==> src/rtl/core/dde_pkg.sv <==
package dde_pkg;

	localparam int DIGITS_DEF = 10;
	localparam int QDEPTH     = 2;

	// floor(v / 10) == (v * RECIP10) >> RECIP_SHIFT for every 32-bit v
	localparam logic [31:0] RECIP10     = 32'hCCCC_CCCD;
	localparam int          RECIP_SHIFT = 35;

	typedef struct packed {
		logic [31:0] number_in;
		logic [7:0]  pad_count;
		logic [1:0]  glyph_size;
	} item_t;

	typedef struct packed {
		logic [3:0] digit_value;
		logic       is_blank;
		logic [1:0] size_tag;
		logic       last_one;
	} result_t;

	typedef struct packed {
		logic [7:0] pad;
		logic [1:0] tag;
	} meta_t;

endpackage

==> src/rtl/core/dde_queue.sv <==
module dde_queue #(
	parameter int DIGITS = dde_pkg::DIGITS_DEF
) (
	input  logic                  clk,
	input  logic                  arst_n,
	input  logic                  push,
	input  logic [DIGITS*4-1:0]   push_digs,
	input  logic [((DIGITS > 1) ? $clog2(DIGITS) : 1)-1:0] push_top,
	input  dde_pkg::meta_t        push_meta,
	output logic                  full,
	input  logic                  pop,
	output logic                  empty,
	output logic [DIGITS*4-1:0]   head_digs,
	output logic [((DIGITS > 1) ? $clog2(DIGITS) : 1)-1:0] head_top,
	output dde_pkg::meta_t        head_meta
);

	localparam int CW  = (DIGITS > 1) ? $clog2(DIGITS) : 1;
	localparam int QPW = (dde_pkg::QDEPTH > 1) ? $clog2(dde_pkg::QDEPTH) : 1;

	logic [DIGITS*4-1:0] digs_mem [dde_pkg::QDEPTH];
	logic [CW-1:0]       top_mem  [dde_pkg::QDEPTH];
	dde_pkg::meta_t      meta_mem [dde_pkg::QDEPTH];

	logic [QPW-1:0] wr_ptr_q;
	logic [QPW-1:0] rd_ptr_q;
	logic [QPW:0]   count_q;

	assign full  = (count_q == (QPW+1)'(dde_pkg::QDEPTH));
	assign empty = (count_q == '0);

	assign head_digs = digs_mem[rd_ptr_q];
	assign head_top  = top_mem[rd_ptr_q];
	assign head_meta = meta_mem[rd_ptr_q];

	always_ff @(posedge clk or negedge arst_n) begin
		if (!arst_n) begin
			wr_ptr_q <= '0;
			rd_ptr_q <= '0;
			count_q  <= '0;
		end else begin
			if (push) begin
				wr_ptr_q <= (wr_ptr_q == QPW'(dde_pkg::QDEPTH - 1)) ? '0
				            : QPW'(wr_ptr_q + 1'b1);
			end
			if (pop) begin
				rd_ptr_q <= (rd_ptr_q == QPW'(dde_pkg::QDEPTH - 1)) ? '0
				            : QPW'(rd_ptr_q + 1'b1);
			end
			if (push && !pop) begin
				count_q <= (QPW+1)'(count_q + 1'b1);
			end else if (pop && !push) begin
				count_q <= (QPW+1)'(count_q - 1'b1);
			end
		end
	end

	always_ff @(posedge clk) begin
		if (push) begin
			digs_mem[wr_ptr_q] <= push_digs;
			top_mem[wr_ptr_q]  <= push_top;
			meta_mem[wr_ptr_q] <= push_meta;
		end
	end

	a_no_overrun: assert property (@(posedge clk) disable iff (!arst_n)
		push |-> !full)
		else $error("queue written while full");

	a_no_underrun: assert property (@(posedge clk) disable iff (!arst_n)
		pop |-> !empty)
		else $error("queue read while empty");

endmodule

==> config.mk <==
export PLATFORM = sky130hd
export DESIGN_NAME = dde_queue
export DESIGN_NICKNAME = d
export VERILOG_FILES = /design/src/rtl/core/dde_pkg.sv /design/src/rtl/core/dde_queue.sv
export SDC_FILE = /design/constraint.sdc
export NUM_CORES = 1
export LEC_CHECK = 0
export BUFFER_PORTS_ARGS = -buffer_cell sky130_fd_sc_hd__buf_2
export CORE_ASPECT_RATIO = 0.9
export CORE_MARGIN = 1
export CORE_UTILIZATION = 35
export DETAILED_ROUTE_END_ITERATION = 10
export SETUP_SLACK_MARGIN = 0.4
export SLEW_MARGIN = 0
export SYNTH_ARGS = -nofsm -noshare
export SYNTH_HDL_FRONTEND = slang
export SYNTH_SLANG_ARGS = --single-unit
==> constraint.sdc <==
create_clock -name clk -period 8.8 [get_ports clk]
set_clock_uncertainty 0.1 [all_clocks]
set_input_delay 0.88 -clock clk [delete_from_list [all_inputs] [get_ports clk]]
set_output_delay 0.88 -clock clk [all_outputs]
set_load 0.1 [all_outputs]
Word level (Yosys, flattened, before mapping)
Memory sizes are Yosys's and may differ from the RTL's.
Cells that the tools add are included.
{ "totals": {"regBits": 4, "mem_count": 3, "out_inout_bits": 56, "word_cells": 23, "ramBits": 108, "in_bits": 58} }
{ "op_classes": {"muxes": 6, "n_eq_ne": 1, "n_addsub": 4, "reduce_logical": 6} }
{ "memory_table": {"columns": ["memory", "depth", "width", "rd", "rd_ports_with_merged_regs", "wr", "line_no", "text"], "rows": [
  ["digs_mem", 2, 40, 1, 0, 1, "dde_queue.sv:21", "logic [DIGITS*4-1:0] digs_mem [dde_pkg::QDEPTH];"],
  ["meta_mem", 2, 10, 1, 0, 1, "dde_queue.sv:23", "dde_pkg::meta_t meta_mem [dde_pkg::QDEPTH];"],
  ["top_mem", 2, 4, 1, 0, 1, "dde_queue.sv:22", "logic [CW-1:0] top_mem [dde_pkg::QDEPTH];"]
]} }
{ "op_table": {"columns": ["operator", "n"], "rows": [
  ["$mux 1", 4],
  ["$mux 2", 2],
  ["$add 1x1->1 const B", 2],
  ["$add 2x1->2 const B", 1],
  ["$eq 2x2->1 const B", 1],
  ["$logic_and 1x1->1", 2],
  ["$logic_not 1->1", 2],
  ["$logic_not 2->1", 1],
  ["$reduce_bool 2->1", 1],
  ["$sub 2x1->2 const B", 1]
]} }

Longest topological paths before layout
{ "depth": {"word_depth": 4, "depth_mapped": 5, "depth_no_buf": 5} }

Worst setup path before layout
No wires, ideal clock.
{ "synth_timing": {"path_type": "input -> register", "startpoint": "input port push", "endpoint": "memory digs_mem[0][0] (netlist name) (enable)", "setup_ns": 0.472, "path_stages": 1, "required_time_ns": 8.228, "arrival_ns": 3.267, "slack_ns": 4.960, "path_buffers": 0, "path_cell_list": "nor2b_1"} }
{ "synth_via": {"elab_chain_len": 2} }
{ "synth_rtl": {"columns": ["item", "line_no", "text"], "rows": [
  ["start, declared", "dde_queue.sv:6", "input logic push,"],
  ["$mux 1", "dde_queue.sv:59", "if (push) begin"],
  ["$mux 1 (not written as such)", "dde_queue.sv:60", "digs_mem[wr_ptr_q] <= push_digs;"],
  ["end, declared", "dde_queue.sv:21", null]
]} }
Every way passes these cells.

==> summary.txt <==
Outcome
  • Status: finished clean

Min path
  • Worst hold path class: in -> async

Synth
  • Yosys cell types: 13
  • Mapped Avg Cell Area: 23.5 sq um
  • FFs w/ async S/R, synth: under 10%
  • Mapped Area: roughly 4300 sq um
  • Most frequent cells after synthesis: edfxtp_1 (108), mux2_4 (49), buf_12 (5), mux2_2 (5)
  • Main flop type after synthesis: edfxtp_1
  • Post-synthesis net count: 243
  • Yosys reg bits: between 100 and 150
  • Synth Instances: between 150 and 200
  • Post-synthesis sequential area ratio: 77.2%
  • EDFF count, synth: 108
  • Most frequent cell after synthesis: edfxtp_1
  • Area share of the largest cell type after synthesis: 74.8%
  • Area contributors post-synth: edfxtp_1 (75%), mux2_4 (17%), buf_12 (2.3%)
  • Dominant cell type by area after synthesis: edfxtp_1
  • YS warnings: 0

Drt
  • Via/cell ratio: approximately 4.4
  • DR iter-0 viols: 149
  • Post-route DRC: 0
  • Routed vias: 2,039
  • Wirelength per Cell: around 15 um
  • Iteration count of the initial detailed-routing pass: 4
  • Routed Antenna Nets: 0
  • DRT Wirelength: just under 7 mm

Worst setup path
  • Worst path required time: about 7.8 ns
  • Cells along the critical path: mux2_2, buf_2
  • Worst setup EP type: output port
  • Slowest Stage Delay on Critical Path: around 1.0 ns
  • R2r startpoint: wr_ptr_q
  • Worst Setup Start Kind: flip-flop
  • Worst Setup SP: rd_ptr_q
  • Crit path DAT: around 2.3 ns
  • Critical Path Fanout Max: between 50 and 60
  • Highest-delay cell along the critical path: dfrtp_4
  • CP Class: reg -> out

Clock tree
  • # clock sinks: 112
  • CTS tree: yes
  • CTS root buffer: clkbuf_16
  • CTS H-tree depth: 3
  • Hold Buf Count CTS: 0
  • CTS resizes: 0
  • Clock buffer depth: 2
  • Reg clk slew, reported paths: 0.07 ns
  • Inserted Clock Buffers: 9
  • Worst-skew pair later-pin latency: approximately 0.33 ns
  • Post-CTS Setup Inserts: 0

Global routing
  • Total GRT Usage: 11.0%
  • Initial antenna violation count: 0
  • Pin count of the biggest net entering global routing: 56
  • Gr ovfl total: 0
  • Via count of the first global-routing pass: 2,114
  • First-pass GRT wire length: 10.5 mm

STA
  • Final Cycle Share: a little under two fifths
  • Setup Viol. Count Final: 0
  • Setup_tns: 0 ns
  • Max Transition Viols Final: 0
  • Worst slew margin: between 20% and 30%
  • Hold WS: 0.234 ns
  • FMAX: around 310 MHz
  • RSZ-0062 raised after global routing: false
  • Final hold vios: 0
  • Tmin final: 3.25 ns
  • Worst slew pin tran: approximately 1.1 ns

Run
  • Max-cap violations: 0

Die
  • Chip Width: around 120 um
  • Cell Rows: 38
  • Die Area: between 10,000 and 15,000 sq um
  • Die Ht: 108 um
  • Io pins: around 110
  • Core area: about 12,000 sq um
  • Starting Density: between 30% and 40%

Placement
  • Final RePlAce weighted congestion: between 0.6 and 0.7
  • PortBufs: ~110
  • HPWL Detailed: around 4.2 mm
  • # placed instances: approximately 450

Finish
  • Antenna Diode Count: 0
  • Share of cells above drive strength 1: between 60% and 70%
  • Final Util: 43.8%
  • Post-route insts no fill: approximately 470
  • Register area: ~3300 sq um
  • Multi-input logic area: about 880 sq um
  • Layout area overhead: 22.1%
  • Fillers: 1,084
  • Nets: 363
[sequential cells by signal, indices dropped and copies added, names as in the netlist]
name      cells
top_mem       8
meta_mem     20
rd_ptr_q      1
count_q       2
digs_mem     80
wr_ptr_q      1
[per-layer routing]
layer  up-vias  GRT usage [%]  wire, um
met5         -              0         0
met3         8           4.13       411
met4         0           4.07        98
li1        958              -         -
met1      1000           13.1      2930
met2        73           18.3      3350
[critical path, delay by kind of cell (launching register included)]
kind / cells / cell delay, ns
buffers and inverters: 1 / 0.43
flip-flops: 1 / 1.04
multiplexers: 1 / 0.33
[kinds of logic (layout without fill, tap and decap cells)]
kind of cell / Yosys count / in the layout / synth area share [%]
buffers and inverters: 7 / 131 / 2.66
adder cells (fa/ha/maj): 1 / 1 / 0.289
XOR/XNOR: 5 / 5 / 1.01
AND/OR/NAND/NOR: 5 / 5 / 0.607
multiplexers: 54 / 54 / 18.3
flip-flops: 112 / 112 / 77.2
[metrics by stage]
stage                     worst slack, ns  area [sq um]
after detailed placement             5.93          5010
after floorplan                      4.96          4330
final                                5.55          5290
after global routing                 5.49          5290
after global placement               5.92          5010
after CTS                            5.53          5290
[placed cells by master (no fill, tap or decap), types with 2 or more instances in the layout]
master / n
buf_2: 113
edfxtp_1: 108
mux2_4: 49
clkbuf_16: 9
mux2_2: 5
xor2_1: 4
clkinvlp_4: 3
dfrtp_1: 3
nor2_1: 2
inv_6: 2
buf_4: 2
[path summary, 6_finish.rpt]
check / end / slack, ns / cells past startpoint
max: head_meta[9] / 5.55 / 2
min: count_q[1] / 0.23 / 1
max reg2reg: digs_mem[1][14] / 7.10 / 2
min reg2reg: count_q[1] / 0.38 / 1
max in group asynchronous: rd_ptr_q / 8.23 / 1
min in group clk: count_q[1] / 0.38 / 1
[cell type report]
class	instances	share of cell area [%]
Clock buffer	9	4.26
Multi-Input combinational cell	65	16.7
Sequential cell	112	63.3
Inverter	1	0.0709
Clock inverter	6	0.969
Timing Repair Buffer	115	11.0
Tap cell	160	3.78
Power is left out: the tool's default activity adds up to more than one toggle a clock period on the data nets, which glitch-free logic cannot reach.
