[config.mk]
export PLATFORM = sky130hd
export DESIGN_NAME = dde_back
export DESIGN_NICKNAME = d
export VERILOG_FILES = /design/src/rtl/core/dde_pkg.sv /design/src/rtl/core/dde_back.sv
export SDC_FILE = /design/constraint.sdc
export NUM_CORES = 1
export LEC_CHECK = 0
export BUFFER_PORTS_ARGS = -buffer_cell sky130_fd_sc_hd__buf_2
export CORE_MARGIN = 8
export CORE_UTILIZATION = 40
export CTS_CLUSTER_SIZE = 30
export DETAILED_ROUTE_END_ITERATION = 16
export GPL_TIMING_DRIVEN = 1
export HOLD_SLACK_MARGIN = 0.08
export PLACE_DENSITY = 0.72
export SETUP_SLACK_MARGIN = 0.1
export SLEW_MARGIN = 15
export SYNTH_ARGS = -nofsm -noshare
export SYNTH_HDL_FRONTEND = slang
export SYNTH_SLANG_ARGS = --single-unit
export TNS_END_PERCENT = 5
[constraint.sdc]
create_clock -name clk -period 6.8 [get_ports clk]
set_clock_uncertainty 0.05 [all_clocks]
set_input_delay 1.36 -clock clk [delete_from_list [all_inputs] [get_ports clk]]
set_output_delay 1.36 -clock clk [all_outputs]
set_load 0.03 [all_outputs]
[src/rtl/core/dde_pkg.sv]
package dde_pkg;

	localparam int DIGITS_DEF = 10;
	localparam int QDEPTH     = 2;

	// floor(v / 10) == (v * RECIP10) >> RECIP_SHIFT for every 32-bit v
	localparam logic [31:0] RECIP10     = 32'hCCCC_CCCD;
	localparam int          RECIP_SHIFT = 35;

	typedef struct packed {
		logic [31:0] number_in;
		logic [7:0]  pad_count;
		logic [1:0]  glyph_size;
	} item_t;

	typedef struct packed {
		logic [3:0] digit_value;
		logic       is_blank;
		logic [1:0] size_tag;
		logic       last_one;
	} result_t;

	typedef struct packed {
		logic [7:0] pad;
		logic [1:0] tag;
	} meta_t;

endpackage

[src/rtl/core/dde_back.sv]
module dde_back #(
	parameter int DIGITS = dde_pkg::DIGITS_DEF
) (
	input  logic                  clk,
	input  logic                  arst_n,
	input  logic                  empty,
	input  logic [DIGITS*4-1:0]   head_digs,
	input  logic [((DIGITS > 1) ? $clog2(DIGITS) : 1)-1:0] head_top,
	input  dde_pkg::meta_t        head_meta,
	output logic                  pop,
	output logic                  strobe,
	output dde_pkg::result_t      result
);

	localparam int CW = (DIGITS > 1) ? $clog2(DIGITS) : 1;

	logic                active_q;
	logic [CW-1:0]       blank_q;
	logic [CW-1:0]       pos_q;
	logic                strobe_q;
	dde_pkg::result_t    result_q;
	logic [DIGITS*4-1:0] dig_q;
	logic [1:0]          tag_q;

	logic [CW-1:0]       lead;
	logic [CW-1:0]       blanks;
	logic                last_emit;
	logic                load;
	dde_pkg::result_t    out_nx;

	always_comb begin
		// leading zero positions above the first significant digit
		lead   = CW'(DIGITS - 1) - head_top;
		blanks = (head_meta.pad < 8'(lead)) ? CW'(head_meta.pad) : lead;

		out_nx.size_tag = tag_q;
		if (blank_q != '0) begin
			out_nx.digit_value = 4'd0;
			out_nx.is_blank    = 1'b1;
			out_nx.last_one    = 1'b0;
		end else begin
			out_nx.digit_value = dig_q[{pos_q, 2'b00} +: 4];
			out_nx.is_blank    = 1'b0;
			out_nx.last_one    = (pos_q == '0);
		end
	end

	assign last_emit = active_q && (blank_q == '0) && (pos_q == '0);
	assign load      = !empty && (!active_q || last_emit);
	assign pop       = load;
	assign strobe    = strobe_q;
	assign result    = result_q;

	always_ff @(posedge clk or negedge arst_n) begin
		if (!arst_n) begin
			active_q <= 1'b0;
			blank_q  <= '0;
			pos_q    <= '0;
			strobe_q <= 1'b0;
		end else begin
			strobe_q <= active_q;
			if (load) begin
				active_q <= 1'b1;
				blank_q  <= blanks;
				pos_q    <= head_top;
			end else if (last_emit) begin
				active_q <= 1'b0;
			end else if (active_q) begin
				if (blank_q != '0) begin
					blank_q <= CW'(blank_q - 1'b1);
				end else begin
					pos_q <= CW'(pos_q - 1'b1);
				end
			end
		end
	end

	always_ff @(posedge clk) begin
		if (active_q) begin
			result_q <= out_nx;
		end
		if (load) begin
			dig_q <= head_digs;
			tag_q <= head_meta.tag;
		end
	end

	a_blank_not_last: assert property (@(posedge clk) disable iff (!arst_n)
		strobe_q && result_q.is_blank |-> !result_q.last_one && result_q.digit_value == 4'd0)
		else $error("blank word ends a run or carries a digit");

	a_blanks_first: assert property (@(posedge clk) disable iff (!arst_n)
		active_q && blank_q != '0 |=> strobe_q && result_q.is_blank)
		else $error("pending blank not emitted");

endmodule

### Word-level counts from Yosys, hierarchy flattened

Index checks and enable logic that the tools add are counted.

* add/subtract/negate cells: 3
* multiply operators: 0
* div/mod/pow operators: 0
* $lt $le $gt $ge: 1
* equal/unequal tests: 2
* shift operators: 1
* muxes and demuxes: 12
* bitwise operators: 0
* reduce and logical (&&, ||, !) cells: 14

Operators with widths (count)
* indexed part select 40 x 7 -> 4 bit: 1
* 2-to-1 mux 4 bit: 9
* zero test 4 bit: 2
* < comparator 8 x 4 -> 1 bit: 1
* subtractor 4 x 1 -> 4 bit (second input constant): 2
* AND reduction 3 bit: 2
* nonzero test 2 bit: 3
* != test 2 bit (second input constant): 2
* nonzero test 4 bit: 1
* subtractor 4 bit (first input constant): 1
* logical AND 1 bit: 3
* 2-to-1 mux 1 bit: 3
* zero test 1 bit: 2
* logical OR 1 bit: 1

* bits in registers: 60
* latch bits: 0
* RAM bits: 0
* memory bits (read-only): 0
* bits of input ports: 57
* output and inout bits: 10
* word-level logic and storage cells: 43
* memories: 0

### Longest topological paths before layout

Gate-level depths: netlist of the first run.

* depth after elaboration: 7
* mapped depth: 10
* depth with buffers taken out: 9

### Worst setup path before layout of the first run

No wires, ideal clock.

* kind: register to output
* from: reg pos_q[0]
* to: out pop
* arrival time: 2.550 ns
* data required time: 5.390 ns
* setup slack: 2.840 ns
* cell stages (with the launch flop): 8
* path buffers: 2
* cells stage by stage: dfrtp_1 buf_2 buf_2 inv_1 ha_1 or3b_4 or2_4 a21oi_4

* word-level cells in the longest chain between the ends: 4

Ends and longest elaborated chain
* from (decl): RTL line dde_back.sv:19 `logic [CW-1:0] pos_q;`
* from (signal assigned): RTL line dde_back.sv:65 `pos_q <= head_top;`
* from (signal assigned): RTL line dde_back.sv:72 `pos_q <= CW'(pos_q - 1'b1);`
* zero test 4 bit: RTL line dde_back.sv:48 `assign last_emit = active_q && (blank_q == '0) && (pos_q == '0);`
* logical AND 1 bit: RTL line dde_back.sv:48
* logical OR 1 bit: RTL line dde_back.sv:49 `assign load = !empty && (!active_q || last_emit);`
* logical AND 1 bit: RTL line dde_back.sv:49
* to (decl): RTL line dde_back.sv:10 `output logic pop,`

Every way passes these cells.

### Worst setup path after layout of the first run

Same ends and word-level chain as after synthesis.

==> flow_metrics.py, run 1 <==
metrics = {
    "global_routing": {
        "met2_usage_pct": 17.6,
        "gr-usage-met1_pct": 13.4,
        "grt_first_pass_wirelength_um": 7810,
        "antenna_found_initial": 0,
        "busiest_layer": "met2",
        "overflow": 0,
        "grt_max_degree": 48,
        "met3_usage_pct": 6.26,
        "grt_pass1_vias": 1657,
        "track_usage_pct": 11.4,
    },
    "floorplan": {
        "placementRows": 29,
        "io_pins": 67,
        "dieArea_mm2": 0.00932,
        "fp.dieH_um": 96.5,
        "core_mm2": 0.00631,
        "initial_core_util_pct": 41.1,
        "die_w_um": 96.5,
    },
    "cts": {
        "h-tree-depth": 3,
        "clk_latency_ns": 0.34,
        "cts_tree": "built",
        "cts_resized": 0,
        "cts_hold_buf": 0,
        "clockBufferDepth": 2,
        "root_buffer": "clkbuf_8",
        "post_cts_buffers": 0,
        "numCtsBuffers": 9,
        "path_clk_slew_ns": 0.07,
        "cts_sinks": 60,
    },
    "critical_path": {
        "crit_type": "reg2out",
        "crit_required_ns": 5.39,
        "end_kind": "primary output",
        "path_cells": "inv_1 > ha_1 > or3b_4 > or2_4 > a21oi_4 > buf_2",
        "crit_path_top_delay_cell": "dfrtp_1",
        "worstReg2RegStart": "pos_q[0]",
        "r2r_setup_slack_ns": 3.86,
        "max_stage_delay_ns": 0.68,
        "setup.worst_path.start_class": "register",
        "crit_arrival_ns": 2.46,
        "r2r_cells": 8,
        "crit_fanout": 15,
        "rr_endpoint": "blank_q[3]",
    },
    "synthesis": {
        "synth_nets": 225,
        "seq_area_frac_synth_pct": 67.5,
        "ys_types": 39,
        "synthArstFlopShare_pct": 16.7,
        "yosys.area_share.simple_pct": 5.31,
        "synth_fa_ha_area_share_pct": 3.86,
        "synth_top_family_by_area": "multiplexers",
        "synth_compound_area_share_pct": 8.63,
        "avgSynthCellArea_um2": 16.2,
        "synth_cells": 160,
        "synthesis.area_mm2": 0.00259,
        "yosys_warnings": 0,
        "synth-edff-count": 50,
        "synth-main-ff-cell": "edfxtp_1",
        "synthXorXnorAreaFrac_pct": 0.338,
        "ys_ff_latch": 60,
        "synthMuxAreaShare_pct": 11.2,
    },
    "timing": {
        "final.min_clock_period_ns": 3.87,
        "hold_violations": 0,
        "tns_ns": 0,
        "worst_pin_slew_ns": 0.809,
        "timing.final.crit_share_pct": 56.8,
        "drv_slew": 0,
        "rsz0062_at_grt": "false",
        "max_freq_ghz": 0.259,
        "setup_viol_count_final": 0,
        "maxSlewHeadroom_pct": 46.0,
    },
    "detailed_routing": {
        "remaining_drc_errors": 0,
        "wl_per_cell_um": 16.0,
        "routed_via_density": 5.07,
        "via_count": 1591,
        "final_antenna_net_count": 0,
        "dr.pass1.iters": 5,
        "wirelength_um": 5020,
        "drt_iter0_drc": 160,
    },
    "pwr": {
        "p_leak_nw": 1.32,
        "power_density_mw_per_mm2": 325,
        "vdd_drop_max_mv": 0.204,
        "p_total_mw": 1.04,
    },
    "final_layout": {
        "finish.utilization_pct": 51.0,
        "layout.nets": 297,
        "drive_gt1_share_pct": 41.4,
        "num_antenna_cells": 0,
        "syn_to_final_growth_pct": 24.1,
    },
    "worst_hold_path": {
        "hold_class": "reg2reg",
        "min_from": "tag_q[1]",
        "min_path_cells": 0,
        "worstHoldEndpoint": "result[2]",
    },
    "run_status": {
        "status": "completed",
    },
    "job": {
        "drv_cap": 0,
    },
    "place": {
        "dpl.hpwl_um": 3630,
        "gp_congestion": 0.851,
        "port_buffers": 66,
    },
}
==> sequential cells by signal (all words and copies together), names as in the netlist <==
name / count
dig_q: 40
tag_q: 2
blank_q: 4
strobe: 1
result: 8
pos_q: 4
active_q: 1
==> worst max-delay path by stage <==
stage              from  endpoint  slack [ns]  depth (start not counted)
6_report       pos_q[0]       pop        2.93                          6
5_1_grt        pos_q[0]       pop        2.77                          6
3_5_place_dp   pos_q[0]       pop        3.28                          6
2_1_floorplan  pos_q[0]       pop        2.84                          7
4_1_cts        pos_q[0]       pop        2.89                          6
3_3_place_gp   pos_q[0]       pop        3.30                          6
==> cells by family (layout without fill, tap and decap cells) <==
family | Yosys count | after routing
adder cells (fa/ha/maj) | 8 | 8
buffers and inverters | 19 | 96
AND/OR/NAND/NOR | 22 | 22
XOR/XNOR | 1 | 1
flip-flops | 60 | 60
multiplexers | 19 | 19
AO/OA/AOI/OAI | 31 | 31
==> per-stage QoR <==
| stage | hold WS (ns) | instances | cell area [um^2] | setup slack (ns) |
|---|---|---|---|---|
| 2_1_floorplan | 0.350 | 160 | 2590 | 2.84 |
| 3_3_place_gp | 0.352 | 298 | 3000 | 3.30 |
| 3_5_place_dp | 0.356 | 298 | 3000 | 3.28 |
| 4_1_cts | 0.372 | 314 | 3220 | 2.89 |
| 5_1_grt | 0.393 | 314 | 3220 | 2.77 |
| 6_report | 0.370 | 314 | 3220 | 2.93 |
==> placed cells by master, fill, tap and decap left out, types with 3 or more instances in the layout <==
| cell type | n |
|---|---|
| dfrtp_1 | 10 |
| nor2_1 | 3 |
| buf_2 | 66 |
| a221oi_1 | 3 |
| mux4_2 | 8 |
| a21oi_1 | 5 |
| inv_1 | 13 |
| nand2_1 | 3 |
| a31oi_1 | 3 |
| edfxtp_1 | 50 |
| o22ai_1 | 4 |
| clkbuf_8 | 9 |
| and3_1 | 3 |
| nand3_1 | 3 |
| ha_1 | 8 |
| mux2i_1 | 11 |
| o21ai_0 | 4 |
==> final cells by class <==
class                      count  area, um^2
sequential                    60        1750
clock buffer                   9         124
timing repair buffer          67         338
tap                           77        96.3
multi-input combinational     81         761
clock inverter                 7        98.8
inverter                      13        48.8
fill                         546        3100
==> Yosys cell counts (all sizes together) (3+ instances only) <==
library cell  number  area, um^2
nor2               3        11.3
inv               13        48.8
a221oi             3        26.3
and3               3        18.8
mux4               8         180
nand3              3        15.0
clkbuf             3        11.3
o21ai              5        28.8
a31oi              3        18.8
buf                3        21.3
edfxtp            50        1500
o22ai              4        25.0
dfrtp             10         250
ha                 8         100
nand2              3        11.3
a21oi              6        41.3
mux2i             11         110
==> report_power, final <==
part	internal (mW)	switching (mW)
clock	0.208	0.144
sequential	0.427	0.0580
combinational	0.118	0.0897
total	0.753	0.292
==> layer usage <==
| metal | up-vias | part of all wire (%) |
|---|---|---|
| met1 | 733 | 43 |
| met2 | 73 | 48 |
| met5 | - | 0 |
| met4 | 0 | 1.3 |
| met3 | 7 | 8.3 |
| li1 | 778 | - |
==> critical path, delay by kind of cell, from the launching register on <==
kind | cells | cell delay (ns)
AO/OA/AOI/OAI | 1 | 0.17
adder cells (fa/ha/maj) | 1 | 0.16
buffers and inverters | 2 | 0.47
flip-flops | 1 | 0.68
AND/OR/NAND/NOR | 2 | 0.63
(Power assumes the default switching activity.)
==> run 2: changes to the inputs <==
PLACE_DENSITY = 0.75   (was 0.72)
clock period = 3.2 ns   (was 6.8 ns; I/O delays follow)
==> run 2 against run 1 <==
Global-route usage grew 0.78 points; via count fell by 0.50%; power increased by 110%; highest routed layer unchanged; register-to-register slack worse by 3.3 ns; utilization is 0.28 points higher; largest power group unchanged; wire length up 5.8%.
==> flow_metrics.py, run 2 (synthesis results as in run 1) <==
metrics = {
    "critical_path": {
        "max_stage_delay_ns": 0.40,
        "end_kind": "primary output",
        "crit_path_top_delay_cell": "dfrtp_1",
        "crit_type": "reg2out",
        "worstReg2RegStart": "blank_q[0]",
        "setup.worst_path.start_class": "register",
        "crit_top_cell": "inv_1",
        "r2r_setup_slack_ns": 0.61,
        "crit_required_ns": 2.51,
        "crit_buf_inv": 3,
        "crit_start": "blank_q[0]",
        "crit_arrival_ns": 2.15,
        "path_cells": "inv_1 > ha_1 > nor3b_2 > inv_1 > or2_4 > a21oi_4 > buf_2",
        "crit_fanout": 4,
        "crit_family": "simple AND/OR/NAND/NOR gates",
    },
    "floorplan": {
        "core_mm2": 0.00631,
        "fp.dieH_um": 96.5,
        "initial_core_util_pct": 41.1,
        "dieArea_mm2": 0.00932,
        "die_w_um": 96.5,
        "io_pins": 67,
        "placementRows": 29,
    },
    "final_layout": {
        "final_common_cell": "buf_2",
        "num_antenna_cells": 0,
        "largest_reg_flops": 40,
        "drive_gt1_share_pct": 41.4,
        "final_cell_mix": "66 x buf_2, 50 x edfxtp_1, 12 x inv_1, 11 x mux2i_1, 10 x dfrtp_1",
        "final_area_mm2": 0.00324,
        "finish.utilization_pct": 51.2,
        "layout.nets": 299,
        "syn_to_final_growth_pct": 24.7,
        "final_cells": 316,
        "top_register": "dig_q",
    },
    "global_routing": {
        "grt_max_degree": 46,
        "antenna_found_initial": 0,
        "overflow": 0,
        "grt_first_pass_wirelength_um": 8290,
        "track_usage_pct": 12.2,
        "grt_pass1_vias": 1687,
    },
    "place": {
        "gp_congestion": 0.827,
        "place_ws_ns": 0.436,
        "port_buffers": 66,
        "place_area_mm2": 0.00303,
        "dpl.cell_count": 300,
        "dpl.hpwl_um": 3890,
    },
    "cts": {
        "cts_tree": "built",
        "numCtsBuffers": 9,
        "cts_sinks": 60,
        "path_clk_slew_ns": 0.07,
        "post_cts_buffers": 0,
        "h-tree-depth": 3,
        "clockBufferDepth": 2,
        "cts_hold_buf": 0,
        "root_buffer": "clkbuf_8",
        "cts_resized": 0,
        "clk_latency_ns": 0.33,
    },
    "detailed_routing": {
        "wirelength_um": 5310,
        "met3WireLength_um": 308,
        "final_antenna_net_count": 0,
        "routed.top_layer": "met4",
        "wl_per_cell_um": 16.8,
        "via_count": 1583,
        "wl_met2_um": 2570,
        "wl_met1_um": 2340,
        "drt_iter0_drc": 41,
        "routed_via_density": 5.01,
        "remaining_drc_errors": 0,
        "dr.pass1.iters": 4,
    },
    "run_status": {
        "status": "completed",
    },
    "timing": {
        "tns_ns": 0,
        "hold_violations": 0,
        "maxSlewHeadroom_pct": 50.8,
        "drv_slew": 0,
        "max_freq_ghz": 0.352,
        "setup_viol_count_final": 0,
        "worst_pin_slew_ns": 0.738,
        "final.min_clock_period_ns": 2.84,
        "rsz0062_at_grt": "false",
        "timing.final.crit_share_pct": 88.8,
        "finalWorstSetupSlack_ns": 0.357,
    },
    "pwr": {
        "vdd_drop_max_mv": 0.416,
        "p_leak_nw": 1.32,
        "power_density_mw_per_mm2": 688,
    },
    "job": {
        "drv_cap": 0,
    },
    "worst_hold_path": {
        "hold_class": "in2async",
    },
}
-- run 2: worst paths after layout --
| check | end | depth (start not counted) |
|---|---|---|
| max | pop | 7 |
| min | active_q | 1 |
| max in group asynchronous | pos_q[0] | 1 |
| min reg2reg | result[1] | 0 |
| max reg2reg | blank_q[3] | 9 |
| min in group clk | result[1] | 0 |
-- run 2: layout make-up --
type	count	area [um^2]
fill	559	3080
sequential	60	1750
multi-input combinational	81	773
timing repair buffer	69	353
clock buffer	11	131
tap	77	96.3
clock inverter	5	76.3
inverter	13	53.8
-- run 2: per-stage QoR --
stage               power, mW  hold WS [ns]
floorplan                1.42         0.294
CTS                      2.26         0.113
finish                   2.23         0.117
detailed placement       1.53         0.361
global placement         1.53         0.351
global route             2.34         0.121
-- run 2: routing by layer --
| layer | vias up | track usage (%) |
|---|---|---|
| li1 | 773 | - |
| met1 | 751 | 14.1 |
| met2 | 50 | 19.8 |
| met3 | 9 | 4.17 |
| met4 | 0 | 6.05 |
| met5 | - | 0 |
-- run 2: power breakdown --
group	internal (mW)	switching [mW]
combinational	0.272	0.266
sequential	0.908	0.0644
clock	0.435	0.281
==> run 3: changes to the inputs <==
PLACE_DENSITY = 0.72   (was 0.75)
SLEW_MARGIN = unset   (was 15)
clock period = 3.3 ns   (was 3.2 ns; I/O delays follow)
==> run 3 against run 2 <==
First-iteration DRC count grew to 2.6 times the previous value; global-route usage is 0.18 points lower; sequential power is 2% lower.
==> flow_metrics.py, run 3 (synthesis results as in run 1) <==
metrics = {
    "run_status": {
        "status": "completed",
    },
    "detailed_routing": {
        "drt_iter0_drc": 105,
        "final_antenna_net_count": 0,
        "wirelength_um": 5320,
        "dr.pass1.iters": 4,
        "remaining_drc_errors": 0,
        "via_count": 1626,
        "routed_via_density": 5.16,
        "wl_per_cell_um": 16.9,
    },
    "cts": {
        "cts_sinks": 60,
        "cts_tree": "built",
        "numCtsBuffers": 9,
        "post_cts_buffers": 0,
        "path_clk_slew_ns": 0.08,
        "clk_latency_ns": 0.34,
        "root_buffer": "clkbuf_8",
        "cts_hold_buf": 0,
        "h-tree-depth": 3,
        "clockBufferDepth": 2,
        "cts_resized": 0,
    },
    "place": {
        "gp_congestion": 0.825,
        "dpl.hpwl_um": 3830,
        "dpl.cell_count": 299,
        "port_buffers": 66,
    },
    "floorplan": {
        "io_pins": 67,
        "core_mm2": 0.00631,
        "dieArea_mm2": 0.00932,
        "fp.dieH_um": 96.5,
        "initial_core_util_pct": 41.1,
        "placementRows": 29,
        "die_w_um": 96.5,
    },
    "critical_path": {
        "setup.worst_path.start_class": "register",
        "r2r_setup_slack_ns": 0.66,
        "crit_type": "reg2out",
        "r2r_cells": 8,
        "worstReg2RegStart": "pos_q[1]",
        "crit_fanout": 11,
        "end_kind": "primary output",
        "rr_endpoint": "blank_q[3]",
        "crit_required_ns": 2.59,
        "crit_arrival_ns": 2.21,
    },
    "pwr": {
        "clockPowerShare_pct": 34.0,
        "p_comb_share_pct": 22.1,
        "switching_power_uw": 619,
        "power_density_mw_per_mm2": 676,
        "p_leak_nw": 1.32,
        "netSwitchingFraction_pct": 28.4,
        "p_seq_share_pct": 43.9,
        "p_int_mw": 1.56,
        "vdd_drop_max_mv": 0.416,
    },
    "timing": {
        "max_freq_ghz": 0.342,
        "tns_ns": 0,
        "timing.final.crit_share_pct": 88.5,
        "hold_violations": 0,
        "final.min_clock_period_ns": 2.92,
        "setup_viol_count_final": 0,
        "drv_slew": 0,
        "maxSlewHeadroom_pct": 47.9,
        "worst_pin_slew_ns": 0.781,
        "rsz0062_at_grt": "false",
    },
    "global_routing": {
        "track_usage_pct": 12.0,
        "grt_first_pass_wirelength_um": 8140,
        "overflow": 0,
        "grt_pass1_vias": 1660,
        "antenna_found_initial": 0,
        "grt_max_degree": 48,
    },
    "final_layout": {
        "syn_to_final_growth_pct": 24.4,
        "drive_gt1_share_pct": 41.6,
        "final_common_cell": "buf_2",
        "top_register": "dig_q",
        "num_antenna_cells": 0,
        "largest_reg_flops": 40,
        "layout.nets": 298,
        "final_cell_mix": "66 x buf_2, 50 x edfxtp_1, 13 x inv_1, 11 x mux2i_1, 10 x dfrtp_1",
        "final_cells": 315,
    },
    "job": {
        "drv_cap": 0,
    },
    "worst_hold_path": {
        "hold_class": "in2async",
    },
}
-- run 3: critical path, stage by stage, from the launching register on --
cell and delay (ns):
dfrtp_1 0.56, inv_1 0.15, ha_1 0.14, or3b_4 0.39
or2_4 0.25, a21oi_4 0.12, buf_2 0.24
-- run 3: layout make-up --
cell class / instances / area, um^2
sequential: 60 / 1750
tap: 77 / 96.3
timing repair buffer: 68 / 345
clock inverter: 7 / 98.8
inverter: 13 / 48.8
fill: 563 / 3090
multi-input combinational: 81 / 761
clock buffer: 9 / 124
-- run 3: per-stage QoR --
step                      area, um^2  setup slack, ns  utilization (%)  hold WS, ns  power [mW]
final                           3230            0.379             51.1        0.119        2.18
after global routing            3230            0.287             51.1        0.121        2.29
after CTS                       3230            0.355             51.1        0.108        2.21
after detailed placement        3000            0.537             47.6        0.356        1.46
after global placement          3000            0.628             47.6        0.351        1.45
after floorplan                 2600            0.102                -        0.314        1.34
-- run 3: power groups by stage --
stage	Combinational [mW]	Sequential (mW)	Clock [mW]
2_1_floorplan	0.404	0.939	0
3_3_place_gp	0.477	0.972	0
3_5_place_dp	0.489	0.974	0
4_1_cts	0.490	0.957	0.758
5_1_grt	0.530	0.967	0.792
6_report	0.482	0.957	0.741
-- run 3: worst max-delay path by stage --
stage / from / to / depth (start not counted)
final: pos_q[1] / pop / 6
after floorplan: pos_q[0] / pop / 7
after CTS: pos_q[1] / pop / 6
after global routing: pos_q[1] / pop / 6
after detailed placement: head_top[1] / blank_q[2] / 10
after global placement: head_top[1] / blank_q[2] / 10
-- run 3: layer usage --
| metal | track usage (%) | up-vias | part of all wire (%) |
|---|---|---|---|
| met5 | 0 | - | 0 |
| met4 | 4.92 | 0 | 1.6 |
| met3 | 4.95 | 9 | 7.8 |
| met2 | 18.1 | 69 | 48 |
| met1 | 15.0 | 771 | 43 |
| li1 | - | 777 | - |
